===== config.mk =====
export PLATFORM = sky130hd
export DESIGN_NAME = roller_jam_detect_unjam_top_flat
export DESIGN_NICKNAME = d
export VERILOG_FILES = /design/src/hw/rtl/rjdu_pkg.sv /design/src/hw/rtl/rjdu_ifs.sv /design/src/hw/rtl/roller_jam_detect_unjam_top.sv /design/src/hw/rtl/rjdu_cfg_regs.sv /design/src/hw/rtl/rjdu_core.sv /design/src/flat_wrapper.sv
export SDC_FILE = /design/constraint.sdc
export NUM_CORES = 1
export LEC_CHECK = 0
export ABC_AREA = 1
export BUFFER_PORTS_ARGS = -buffer_cell sky130_fd_sc_hd__buf_4
export CAP_MARGIN = 25
export CORE_ASPECT_RATIO = 1.5
export CORE_UTILIZATION = 39
export DETAILED_ROUTE_END_ITERATION = 8
export PLACE_DENSITY = 0.58
export REMOVE_ABC_BUFFERS = 1
export SYNTH_ARGS = -nofsm -noshare
export SYNTH_HDL_FRONTEND = slang
export SYNTH_HIERARCHICAL = 1
export SYNTH_SLANG_ARGS = --single-unit

===== constraint.sdc =====
create_clock -name clk -period 6.55 [get_ports clk]
set_input_delay 0.655 -clock clk [delete_from_list [all_inputs] [get_ports clk]]
set_output_delay 0.655 -clock clk [all_outputs]
set_load 0.01 [all_outputs]

===== src/hw/rtl/rjdu_pkg.sv =====
// shared types, codes and helpers for the roller jam controller
package rjdu_pkg;

	// item kinds
	localparam logic KIND_TICK = 1'b0;
	localparam logic KIND_CMD  = 1'b1;

	// command codes
	localparam logic [2:0] CMD_IDLE    = 3'd0;
	localparam logic [2:0] CMD_INTAKE  = 3'd1;
	localparam logic [2:0] CMD_OUTTAKE = 3'd2;
	localparam logic [2:0] CMD_EJECT   = 3'd3;
	localparam logic [2:0] CMD_UNJAM   = 3'd4;

	// reported roller mode codes
	localparam logic [2:0] RM_IDLE    = 3'd0;
	localparam logic [2:0] RM_INTAKE  = 3'd1;
	localparam logic [2:0] RM_OUTTAKE = 3'd2;
	localparam logic [2:0] RM_EJECT   = 3'd3;
	localparam logic [2:0] RM_UNJAM   = 3'd4;

	// configuration register indexes
	localparam int CFG_IDX_W = 3;
	localparam int CFG_DATA_W = 16;
	localparam logic [CFG_IDX_W-1:0] CFG_JAM_CURRENT_LIMIT = 3'd0;
	localparam logic [CFG_IDX_W-1:0] CFG_STALL_SPEED_LIMIT = 3'd1;
	localparam logic [CFG_IDX_W-1:0] CFG_CONFIRM_TICKS     = 3'd2;
	localparam logic [CFG_IDX_W-1:0] CFG_UNJAM_TICKS       = 3'd3;
	localparam logic [CFG_IDX_W-1:0] CFG_INTAKE_SPEED      = 3'd4;
	localparam logic [CFG_IDX_W-1:0] CFG_OUTTAKE_SPEED     = 3'd5;
	localparam logic [CFG_IDX_W-1:0] CFG_EJECT_SPEED       = 3'd6;

	// register reset values
	localparam logic [11:0]        RST_JAM_CURRENT_LIMIT = 12'd320;
	localparam logic [14:0]        RST_STALL_SPEED_LIMIT = 15'd100;
	localparam logic [15:0]        RST_CONFIRM_TICKS     = 16'd25;
	localparam logic [15:0]        RST_UNJAM_TICKS       = 16'd25;
	localparam logic signed [15:0] RST_INTAKE_SPEED      = 16'sd3000;
	localparam logic signed [15:0] RST_OUTTAKE_SPEED     = -16'sd2000;
	localparam logic signed [15:0] RST_EJECT_SPEED       = -16'sd3000;

	// roller mode state, one-hot
	typedef enum logic [4:0] {
		MODE_IDLE    = 5'b00001,
		MODE_INTAKE  = 5'b00010,
		MODE_OUTTAKE = 5'b00100,
		MODE_EJECT   = 5'b01000,
		MODE_UNJAM   = 5'b10000
	} mode_t;

	typedef struct packed {
		logic               mode;
		logic [2:0]         command;
		logic [11:0]        current_sample;
		logic signed [15:0] speed_sample;
	} item_t;

	typedef struct packed {
		logic [2:0]         roller_mode;
		logic               drive_velocity;
		logic signed [15:0] speed_setpoint;
		logic               jam_pending;
	} result_t;

	typedef struct packed {
		logic [11:0]        jam_current_limit;
		logic [14:0]        stall_speed_limit;
		logic [15:0]        confirm_ticks;
		logic [15:0]        unjam_ticks;
		logic signed [15:0] intake_speed;
		logic signed [15:0] outtake_speed;
		logic signed [15:0] eject_speed;
	} cfg_t;

	function automatic logic [15:0] sat_inc16(input logic [15:0] v);
		return (v == 16'hFFFF) ? 16'hFFFF : v + 16'd1;
	endfunction

	function automatic logic [2:0] mode_code(input mode_t m);
		logic [2:0] code;
		case (m)
			MODE_INTAKE:  code = RM_INTAKE;
			MODE_OUTTAKE: code = RM_OUTTAKE;
			MODE_EJECT:   code = RM_EJECT;
			MODE_UNJAM:   code = RM_UNJAM;
			default:      code = RM_IDLE;
		endcase
		return code;
	endfunction

endpackage


===== src/hw/rtl/rjdu_ifs.sv =====
// valid/ready channel interfaces of the roller jam controller

interface rjdu_in_if;
	logic               valid;
	logic               ready;
	logic               mode;
	logic [2:0]         command;
	logic [11:0]        current_sample;
	logic signed [15:0] speed_sample;

	modport source (output valid, mode, command, current_sample, speed_sample, input ready);
	modport sink (input valid, mode, command, current_sample, speed_sample, output ready);
endinterface

interface rjdu_out_if;
	logic               valid;
	logic               ready;
	logic [2:0]         roller_mode;
	logic               drive_velocity;
	logic signed [15:0] speed_setpoint;
	logic               jam_pending;

	modport source (output valid, roller_mode, drive_velocity, speed_setpoint, jam_pending,
		input ready);
	modport sink (input valid, roller_mode, drive_velocity, speed_setpoint, jam_pending,
		output ready);
endinterface

interface rjdu_cfg_if;
	logic                               valid;
	logic                               ready;
	logic [rjdu_pkg::CFG_IDX_W-1:0]     index;
	logic [rjdu_pkg::CFG_DATA_W-1:0]    data;

	modport source (output valid, index, data, input ready);
	modport sink (input valid, index, data, output ready);
endinterface


===== src/hw/rtl/roller_jam_detect_unjam_top.sv =====
// top level of the roller mode controller with jam recovery
//
// usage:
// - items: one transaction per tick (samples) or mode command; each yields
//   exactly one transaction on results with mode, drive type and setpoint
// - cfg: register writes, always ready; write only while the block is idle
// - order: the accepting edge loads the input register; the item moves
//   into the result register once it is free, raising results.valid
// - throughput: one item per cycle unless results is held off; state
//   update and result both come from a single pass of compare and
//   counter logic between the two registers
// - stall: when results is held off, the result register keeps its value;
//   the input register still takes one more item, after which items.ready
//   drops until the result is taken
// - reset: arst_n clears both valid flags, the mode to idle, the jam flag
//   and both tick counters, and loads the register reset values
module roller_jam_detect_unjam_top (
	input  logic       clk,
	input  logic       arst_n,
	rjdu_in_if.sink    items,
	rjdu_out_if.source results,
	rjdu_cfg_if.sink   cfg
);

	// input stage
	logic              valid_s1;
	rjdu_pkg::item_t   item_s1;
	// result stage
	logic              valid_s2;
	rjdu_pkg::result_t result_s2;

	rjdu_pkg::cfg_t    cfg_regs;
	rjdu_pkg::result_t result_next;
	logic              advance;

	// item in the input register moves into the result register
	assign advance     = valid_s1 && (!valid_s2 || results.ready);
	assign items.ready = !valid_s1 || advance;

	rjdu_cfg_regs u_cfg_regs (
		.clk    (clk),
		.arst_n (arst_n),
		.cfg    (cfg),
		.regs   (cfg_regs)
	);

	// state moves exactly once per item, when that item advances
	rjdu_core u_core (
		.clk     (clk),
		.arst_n  (arst_n),
		.step_en (advance),
		.item    (item_s1),
		.cfg     (cfg_regs),
		.result  (result_next)
	);

	always_ff @(posedge clk or negedge arst_n) begin
		if (!arst_n) begin
			valid_s1 <= 1'b0;
			valid_s2 <= 1'b0;
		end else begin
			if (items.ready) begin
				valid_s1 <= items.valid;
			end
			if (!valid_s2 || results.ready) begin
				valid_s2 <= valid_s1;
			end
		end
	end

	// payload registers, no reset
	always_ff @(posedge clk) begin
		if (items.valid && items.ready) begin
			item_s1.mode           <= items.mode;
			item_s1.command        <= items.command;
			item_s1.current_sample <= items.current_sample;
			item_s1.speed_sample   <= items.speed_sample;
		end
		if (advance) begin
			result_s2 <= result_next;
		end
	end

	assign results.valid          = valid_s2;
	assign results.roller_mode    = result_s2.roller_mode;
	assign results.drive_velocity = result_s2.drive_velocity;
	assign results.speed_setpoint = result_s2.speed_setpoint;
	assign results.jam_pending    = result_s2.jam_pending;

endmodule


===== src/hw/rtl/rjdu_cfg_regs.sv =====
// configuration register file of the roller jam controller
module rjdu_cfg_regs (
	input  logic             clk,
	input  logic             arst_n,
	rjdu_cfg_if.sink         cfg,
	output rjdu_pkg::cfg_t   regs
);

	rjdu_pkg::cfg_t regs_q;

	assign cfg.ready = 1'b1;
	assign regs = regs_q;

	always_ff @(posedge clk or negedge arst_n) begin
		if (!arst_n) begin
			regs_q.jam_current_limit <= rjdu_pkg::RST_JAM_CURRENT_LIMIT;
			regs_q.stall_speed_limit <= rjdu_pkg::RST_STALL_SPEED_LIMIT;
			regs_q.confirm_ticks     <= rjdu_pkg::RST_CONFIRM_TICKS;
			regs_q.unjam_ticks       <= rjdu_pkg::RST_UNJAM_TICKS;
			regs_q.intake_speed      <= rjdu_pkg::RST_INTAKE_SPEED;
			regs_q.outtake_speed     <= rjdu_pkg::RST_OUTTAKE_SPEED;
			regs_q.eject_speed       <= rjdu_pkg::RST_EJECT_SPEED;
		end else if (cfg.valid) begin
			case (cfg.index)
				rjdu_pkg::CFG_JAM_CURRENT_LIMIT: regs_q.jam_current_limit <= cfg.data[11:0];
				rjdu_pkg::CFG_STALL_SPEED_LIMIT: regs_q.stall_speed_limit <= cfg.data[14:0];
				rjdu_pkg::CFG_CONFIRM_TICKS:     regs_q.confirm_ticks     <= cfg.data;
				rjdu_pkg::CFG_UNJAM_TICKS:       regs_q.unjam_ticks       <= cfg.data;
				rjdu_pkg::CFG_INTAKE_SPEED:      regs_q.intake_speed      <= $signed(cfg.data);
				rjdu_pkg::CFG_OUTTAKE_SPEED:     regs_q.outtake_speed     <= $signed(cfg.data);
				rjdu_pkg::CFG_EJECT_SPEED:       regs_q.eject_speed       <= $signed(cfg.data);
				default: begin
				end
			endcase
		end
	end

endmodule


===== src/hw/rtl/rjdu_core.sv =====
// roller mode state, jam detection and unjam timing
module rjdu_core (
	input  logic              clk,
	input  logic              arst_n,
	input  logic              step_en,
	input  rjdu_pkg::item_t   item,
	input  rjdu_pkg::cfg_t    cfg,
	output rjdu_pkg::result_t result
);

	rjdu_pkg::mode_t mode_q, mode_n;
	logic            jam_pending_q, jam_pending_n;
	logic [15:0]     jam_count_q, jam_count_n;
	logic [15:0]     reverse_count_q, reverse_count_n;

	logic [15:0] speed_mag;
	logic        jam;
	logic [15:0] jam_inc;
	logic [15:0] rev_inc;

	// magnitude fits 16 unsigned bits, most negative speed gives 32768
	assign speed_mag = item.speed_sample[15] ? (~item.speed_sample + 16'd1)
		: item.speed_sample;
	assign jam = (item.current_sample > cfg.jam_current_limit)
		&& (speed_mag < {1'b0, cfg.stall_speed_limit});
	assign jam_inc = rjdu_pkg::sat_inc16(jam_pending_q ? jam_count_q : 16'd0);
	assign rev_inc = rjdu_pkg::sat_inc16(reverse_count_q);

	always_comb begin
		mode_n          = mode_q;
		jam_pending_n   = jam_pending_q;
		jam_count_n     = jam_count_q;
		reverse_count_n = reverse_count_q;
		if (item.mode == rjdu_pkg::KIND_CMD) begin
			case (item.command)
				rjdu_pkg::CMD_IDLE:    mode_n = rjdu_pkg::MODE_IDLE;
				rjdu_pkg::CMD_INTAKE:  mode_n = rjdu_pkg::MODE_INTAKE;
				rjdu_pkg::CMD_OUTTAKE: mode_n = rjdu_pkg::MODE_OUTTAKE;
				rjdu_pkg::CMD_EJECT:   mode_n = rjdu_pkg::MODE_EJECT;
				rjdu_pkg::CMD_UNJAM:   mode_n = mode_q;
				default:               mode_n = rjdu_pkg::MODE_IDLE;
			endcase
		end else if (mode_q == rjdu_pkg::MODE_INTAKE) begin
			if (jam) begin
				jam_pending_n = 1'b1;
				jam_count_n   = jam_inc;
				if (jam_inc >= cfg.confirm_ticks) begin
					jam_pending_n   = 1'b0;
					mode_n          = rjdu_pkg::MODE_UNJAM;
					reverse_count_n = 16'd0;
				end
			end else begin
				jam_pending_n = 1'b0;
			end
		end else if (mode_q == rjdu_pkg::MODE_UNJAM) begin
			reverse_count_n = rev_inc;
			if (rev_inc >= cfg.unjam_ticks) begin
				mode_n = rjdu_pkg::MODE_INTAKE;
			end
		end
	end

	always_comb begin
		result.roller_mode    = rjdu_pkg::mode_code(mode_n);
		result.drive_velocity = (mode_n != rjdu_pkg::MODE_IDLE);
		result.jam_pending    = jam_pending_n;
		case (mode_n)
			rjdu_pkg::MODE_INTAKE:  result.speed_setpoint = cfg.intake_speed;
			rjdu_pkg::MODE_OUTTAKE: result.speed_setpoint = cfg.outtake_speed;
			rjdu_pkg::MODE_EJECT:   result.speed_setpoint = cfg.eject_speed;
			rjdu_pkg::MODE_UNJAM:   result.speed_setpoint = cfg.eject_speed;
			default:                result.speed_setpoint = 16'sd0;
		endcase
	end

	always_ff @(posedge clk or negedge arst_n) begin
		if (!arst_n) begin
			mode_q          <= rjdu_pkg::MODE_IDLE;
			jam_pending_q   <= 1'b0;
			jam_count_q     <= 16'd0;
			reverse_count_q <= 16'd0;
		end else if (step_en) begin
			mode_q          <= mode_n;
			jam_pending_q   <= jam_pending_n;
			jam_count_q     <= jam_count_n;
			reverse_count_q <= reverse_count_n;
		end
	end

endmodule


===== src/flat_wrapper.sv =====
// flat-port wrapper written by rule: the top's interface ports become plain ports
module roller_jam_detect_unjam_top_flat 
  (clk, arst_n, items_valid, items_mode, items_command, items_current_sample, items_speed_sample, items_ready, results_valid, results_roller_mode, results_drive_velocity, results_speed_setpoint, results_jam_pending, results_ready, cfg_valid, cfg_index, cfg_data, cfg_ready);
  rjdu_in_if items_i ();
  rjdu_out_if results_i ();
  rjdu_cfg_if cfg_i ();
  input  logic clk;
  input  logic arst_n;
  input wire logic [$bits(items_i.valid)-1:0] items_valid;
  input wire logic [$bits(items_i.mode)-1:0] items_mode;
  input wire logic [$bits(items_i.command)-1:0] items_command;
  input wire logic [$bits(items_i.current_sample)-1:0] items_current_sample;
  input wire logic [$bits(items_i.speed_sample)-1:0] items_speed_sample;
  output wire logic [$bits(items_i.ready)-1:0] items_ready;
  output wire logic [$bits(results_i.valid)-1:0] results_valid;
  output wire logic [$bits(results_i.roller_mode)-1:0] results_roller_mode;
  output wire logic [$bits(results_i.drive_velocity)-1:0] results_drive_velocity;
  output wire logic [$bits(results_i.speed_setpoint)-1:0] results_speed_setpoint;
  output wire logic [$bits(results_i.jam_pending)-1:0] results_jam_pending;
  input wire logic [$bits(results_i.ready)-1:0] results_ready;
  input wire logic [$bits(cfg_i.valid)-1:0] cfg_valid;
  input wire logic [$bits(cfg_i.index)-1:0] cfg_index;
  input wire logic [$bits(cfg_i.data)-1:0] cfg_data;
  output wire logic [$bits(cfg_i.ready)-1:0] cfg_ready;
  assign items_i.valid = items_valid;
  assign items_i.mode = items_mode;
  assign items_i.command = items_command;
  assign items_i.current_sample = items_current_sample;
  assign items_i.speed_sample = items_speed_sample;
  assign items_ready = items_i.ready;
  assign results_valid = results_i.valid;
  assign results_roller_mode = results_i.roller_mode;
  assign results_drive_velocity = results_i.drive_velocity;
  assign results_speed_setpoint = results_i.speed_setpoint;
  assign results_jam_pending = results_i.jam_pending;
  assign results_i.ready = results_ready;
  assign cfg_i.valid = cfg_valid;
  assign cfg_i.index = cfg_index;
  assign cfg_i.data = cfg_data;
  assign cfg_ready = cfg_i.ready;
  roller_jam_detect_unjam_top u_core (.clk(clk), .arst_n(arst_n), .items(items_i), .results(results_i), .cfg(cfg_i));
endmodule

==> impl_results.md, run 1 <==
* Top-Level Pins at 80
* Fmax achieved at 198.3 MHz
* Vias in the first global route at 8728
* Crit path buf inv count at 6
* Crit Path Class: register to register
* Initial antenna violation count at 0
* Unique cell type count in the Yosys netlist at 46
* Diodes inserted at 0
* Clock tree from TritonCTS: built
* Slew Limit Headroom at 0.3469
* Fin. Hold Viols at 0
* CP most frequent cell: nand2_1
* Run status: finished with violations
* Synthesized area per cell at 8.186 µm²
* Total track usage at 0.2003
* Startpoint type of the worst setup path: register
* Reg-to-reg setup timing slack at 1.51 ns
* DPL Wire Length at 19480 µm
* Critical Path AT at 5.36 ns
* Die ar. at 28840 µm²
* Period utilization at 0.7698
* Top cell type's share of synthesized area at 0.2599
* Violated checks: DRC
* CP top delay family: simple AND/OR/NAND/NOR gates
* Max VDD drop at 0.2107 mV
* CTS H-tree depth at 4
* Global placer's final weighted congestion at 0.8127
* Die Ht at 207.5 µm
* Root buffer cell: clkbuf_16
* Worst-path clk slew at 0.07 ns
* Post-route minimum period at 5.042 ns
* Clk sinks at 200
* Setup TNS at 0 ns
* Synth Warn # at 6
* First-pass GRT wire length at 44870 µm
* Layout cells sized above 1 at 0.1367
* Max Cap Violations at 0
* Worst skew pair latency at 0.45 ns
* Nature of the critical path endpoint: register
* Finished Cell Area at 12450 µm²
* Detailed-route DRC error count at 4
* WP data required at 6.87 ns
* Post-DRT Antenna Nets at 0
* Most instantiated cells after synthesis: nand2_1 (447), inv_1 (183), nand3_1 (133)
* Hold_buf cts at 0
* Routed vias at 8704
* DRT Wirelength at 27360 µm
* Postcts setup bufs at 0
* Unrepaired setup endpoints after global routing: false
* Fillers at 2776
* Final count of negative-setup-slack endpoints at 0
* Layout area overhead at 13.45%
* Tightest Pin Transition at 0.9797 ns
* FFs w/ async S/R, synth at 0.7350
* Netlist Area Pre-Place at 10980 µm²
* CTS resizes at 0
* Min-delay worst type: input port to async pin
* Max Slew Vio Count at 0
* Area leader, netlist: dfrtp_1
* Layout Skew at 0.008711 ns
* Count leader, synth: nand2_1
* Worst path slowest cell: a21oi_2
* Port bufs at 78
* P_leak at 6.384 nW
* Top cells by area, synth: dfrtp_1 (26%), nand2_1 (15%), edfxtp_1 (14%)
* GRT overflow at 0
* Total CTS buffers at 17
* Drt first pass iters at 9
* FP Rows at 74
* Starting Density at 0.4006
* Worst stage delay on the critical path at 0.79 ns
* Drt initial violations at 450
* CTS max path bufs at 2
* Number of enable flip-flop cells after synthesis at 53
* Fin nets at 1523
* Gate Count Post-Synth at 1341
* Placed cell areas at 11860 µm²
* Vias per std cell at 4.943
* Largest net degree at the start of global routing at 82
* Seq cells post-synth at 200
* Primary FF master, synth: dfrtp_1
* Sequential share of the synthesized area at 0.4838
* Routed len/inst at 15.54 µm
* P per Cell Area at 300.1 nW/µm²
* Crit-path max FO at 19
* Core ar. at 27410 µm²
* Die width at 139.0 µm
-- power breakdown --
| group | internal [mW] | switching, mW | total (mW) |
|---|---|---|---|
| registers | 1.54 | 0.155 | 1.69 |
| logic | 0.381 | 0.629 | 1.01 |
| clock network | 0.530 | 0.505 | 1.03 |
-- area by class of cell --
class | count | area, µm² | area share
Clock buffer | 19 | 464.2 | 0.03727
Clock inverter | 13 | 106.4 | 0.008539
Inverter | 187 | 701.9 | 0.05636
Multi-Input combinational cell | 914 | 4766 | 0.3827
Sequential cell | 200 | 5311 | 0.4265
Tap cell | 342 | 427.9 | 0.03436
Timing Repair Buffer | 86 | 676.9 | 0.05435
-- path summary, 6_finish.rpt --
kind | cells past startpoint | endpoint | start
setup / recovery | 28 | u_core/results.speed_setpoint[11] | u_core/u_core/jam_pending_q
hold / removal | 1 | u_core/u_cfg_regs/regs[97] | arst_n
hold reg to reg | 2 | u_core/u_cfg_regs/regs[68] | u_core/u_cfg_regs/regs[68]
max in group asynchronous | 3 | u_core/u_cfg_regs/regs[29] | arst_n
setup reg to reg | 28 | u_core/results.speed_setpoint[11] | u_core/u_core/jam_pending_q
min in group clk | 1 | u_core/item_s1[24] | items_current_sample[8]
-- stage by stage --
stage	util	hold slack (ns)	worst slack (ns)	total power [mW]	cells
after floorplan	-	0.3594	2.590	2.400	1301
after global routing	0.4544	0.2619	0.9102	4.021	1761
final	0.4544	0.2033	1.508	3.738	1761
after CTS	0.4534	0.2203	1.462	3.779	1760
after detailed placement	0.4326	0.4549	1.491	2.729	1728
after global placement	0.4321	0.4511	1.647	2.694	1727
-- layout by cell type (no fill, tap or decap), drive strengths merged, types with 3 or more instances in the layout --
cell and n:
ha 61, o21ai 38, nor4 4, nand2 459, xor2 24, nand4 11, dfstp 33, o22ai 14
o31ai 3, nand3 137, nor3 15, dfrtp 114, nor2 96, a21o 4, xnor2 6, buf 86
inv 196, a21oi 31, clkbuf 19, edfxtp 53
-- flip-flops by register name, indices dropped and copies added (netlist names) --
register                       count
u_core/results.jam_pending         1
u_core/u_cfg_regs/regs           107
u_core/u_core/reverse_count_q     16
u_core/u_core/jam_count_q         16
u_core/results.valid               1
u_core/valid_s1                    1
u_core/u_core/mode_q               5
u_core/results.drive_velocity      1
u_core/item_s1                    32
u_core/u_core/jam_pending_q        1
u_core/results.speed_setpoint     16
u_core/results.roller_mode         3
-- routing by layer --
layer / wire length, µm / track usage / vias up / share of wire
met5: 0 / 0 / - / 0
met3: 944 / 0.03022 / 39 / 0.035
li1: - / - / 4393 / -
met4: 691 / 0.07816 / 0 / 0.025
met1: 11550 / 0.2349 / 4102 / 0.42
met2: 14180 / 0.3643 / 170 / 0.52
-- kinds of logic after synthesis --
kind of cell,count (synthesis),share of synthesized area
buf+inv,227,0.08400
other cells,1,0.0003416
simple gates,725,0.2870
xor+xnor,30,0.02393
fa+ha+maj,61,0.06952
flops,200,0.4838
compound gates,97,0.05140
(Power assumes the default switching activity.)
==> run 2, diff against run 1 <==
clock period = 4.98 ns   (was 6.55 ns; I/O delays follow)
==> run 2 against run 1 <==
  * The run still ends with DRC left
  * Hold slack got worse by 0.16 ns
  * Non-clock buffer count increased by 4
  * Critical path depth is 1 lower
  * Sequential share of layout area decreased by 0.13 points
  * Fmax grew 16%
==> impl_results.md, run 2 (synthesis gave the netlist of run 1 again) <==
* Diodes inserted at 0
* Combinational share of power at 0.270
* Detailed-route DRC error count at 4
* Tightest Pin Transition at 0.8720 ns
* First-pass GRT wire length at 44630 µm
* Global placer's final weighted congestion at 0.8000
* Hold_buf cts at 0
* Met2 WL at 14140 µm
* Die ar. at 28840 µm²
* Top-Level Pins at 80
* Worst stage delay on the critical path at 0.42 ns
* Slew Limit Headroom at 0.4174
* Fmax achieved at 230.9 MHz
* Max Slew Vio Count at 0
* Starting Density at 0.4006
* Die Ht at 207.5 µm
* Sw Pwr at 1.671 mW
* Layout cells sized above 1 at 0.1391
* Crit Path Class: register to register
* Post-DRT Antenna Nets at 0
* Unrepaired setup endpoints after global routing: false
* Worst hold slack at 0.04723 ns
* Layout Skew at 0.009718 ns
* Sequential power share at 0.444
* Min-delay worst type: input port to async pin
* CP most frequent cell: nand2_1
* Die width at 139.0 µm
* Clk sinks at 200
* Vias in the first global route at 8838
* CTS H-tree depth at 4
* CTS max path bufs at 2
* Worst path depth at 27
* Worst Reg-to-Reg Cells at 27
* Setup TNS at 0 ns
* Max Used Layer: met4
* Metal-1 WL at 11450 µm
* R2R Path Start: u_core/u_core/jam_pending_q
* Max reg flops at 107
* Commonest cells after routing, fill and taps aside: nand2_1 (447), inv_1 (183), nand3_1 (133)
* Worst skew pair latency at 0.44 ns
* CTS resizes at 0
* Largest net degree at the start of global routing at 64
* Period utilization at 0.8695
* Vias per std cell at 4.900
* WL met3 at 692 µm
* FP Rows at 74
* Layout area overhead at 13.79%
* Fin. Hold Viols at 0
* Power share of the clock group at 0.287
* GRT overflow at 0
* Reg-to-reg setup timing slack at 0.65 ns
* Total track usage at 0.1986
* Run status: finished with violations
* Crit-path max FO at 16
* Post-route minimum period at 4.330 ns
* Startpoint type of the worst setup path: register
* Drt first pass iters at 9
* Crit path buf inv count at 5
* P_leak at 6.410 nW
* Port bufs at 78
* Worst path slowest cell: nand2_1
* Fillers at 2739
* Leading cell type in the layout, fill and taps excluded: nand2_1
* Initial antenna violation count at 0
* P_int at 3.321 mW
* Postcts setup bufs at 0
* Max VDD drop at 0.2567 mV
* Drt initial violations at 514
* CP Launch Point: u_core/u_core/jam_pending_q
* Sw Ratio at 0.3347
* End point of the critical path: u_core/results.speed_setpoint[4]
* Worst-path clk slew at 0.07 ns
* Root buffer cell: clkbuf_16
* DPL Wire Length at 19640 µm
* Final count of negative-setup-slack endpoints at 0
* P per Cell Area at 399.6 nW/µm²
* Nature of the critical path endpoint: register
* Core ar. at 27410 µm²
* Total CTS buffers at 17
* Fin nets at 1527
* Routed vias at 8649
* DRT Wirelength at 27140 µm
* Worst R2R End: u_core/results.speed_setpoint[4]
* Violated checks: DRC
* CP top delay family: simple AND/OR/NAND/NOR gates
* Critical Path AT at 4.53 ns
* Clock tree from TritonCTS: built
* WP data required at 5.18 ns
* Routed len/inst at 15.38 µm
* Max Cap Violations at 0
==> run 2: changes by cell type in the layout (fill, tap and decap cells not counted) <==
cell	change
buf_8	-1
inv_8	-1
inv_6	-6
clkbuf_1	+1
inv_4	+2
buf_16	-1
bufinv_16	+2
clkinv_1	-1
clkinv_4	+3
buf_4	+6
==> run 2: worst min path at each step <==
stage                                     from                          to  slack [ns]  cells after the start
global placement    u_core/u_cfg_regs/regs[41]  u_core/u_cfg_regs/regs[41]        0.45                      2
CTS                                     arst_n  u_core/u_cfg_regs/regs[93]        0.05                      1
detailed placement  u_core/u_cfg_regs/regs[82]  u_core/u_cfg_regs/regs[82]        0.45                      2
global route                            arst_n  u_core/u_cfg_regs/regs[97]        0.09                      1
floorplan                               arst_n        u_core/results.valid        0.20                      0
finish                                  arst_n  u_core/u_cfg_regs/regs[97]        0.05                      1
==> run 2: layout make-up <==
cell class,count,area (µm²),share of cell area
clock buffers,20,467.9,0.03746
clock inverters,12,137.6,0.01102
inverters,187,701.9,0.05619
multi-input cells,914,4766,0.3815
flip-flops and latches,200,5311,0.4252
well taps,342,427.9,0.03425
repair buffers,90,679.4,0.05439
==> run 2: routing by layer <==
metal	GRT usage	up-vias
met5	0	-
met4	0.09042	0
met3	0.02745	37
met2	0.3617	131
met1	0.2291	4082
li1	-	4399
==> run 2: stage by stage <==
| step | cell area, µm² | power, mW | setup WS (ns) | cells | utilization |
|---|---|---|---|---|---|
| detailed placement | 11890 | 3.598 | 0.6132 | 1733 | 0.4337 |
| floorplan | 10760 | 3.157 | 1.020 | 1301 | - |
| global placement | 11890 | 3.560 | 0.7335 | 1733 | 0.4337 |
| finish | 12490 | 4.992 | 0.6497 | 1765 | 0.4558 |
| CTS | 12490 | 5.046 | 0.5954 | 1765 | 0.4558 |
| global route | 12490 | 5.344 | 0.2211 | 1765 | 0.4558 |
==> run 2: power by group through the flow <==
| stage | Combinational [mW] | Sequential (mW) | Clock, mW |
|---|---|---|---|
| after global placement | 1.32 | 2.24 | 0 |
| after global routing | 1.57 | 2.25 | 1.52 |
| after CTS | 1.36 | 2.22 | 1.47 |
| after detailed placement | 1.35 | 2.24 | 0 |
| final | 1.35 | 2.21 | 1.43 |
| after floorplan | 0.944 | 2.21 | 0 |
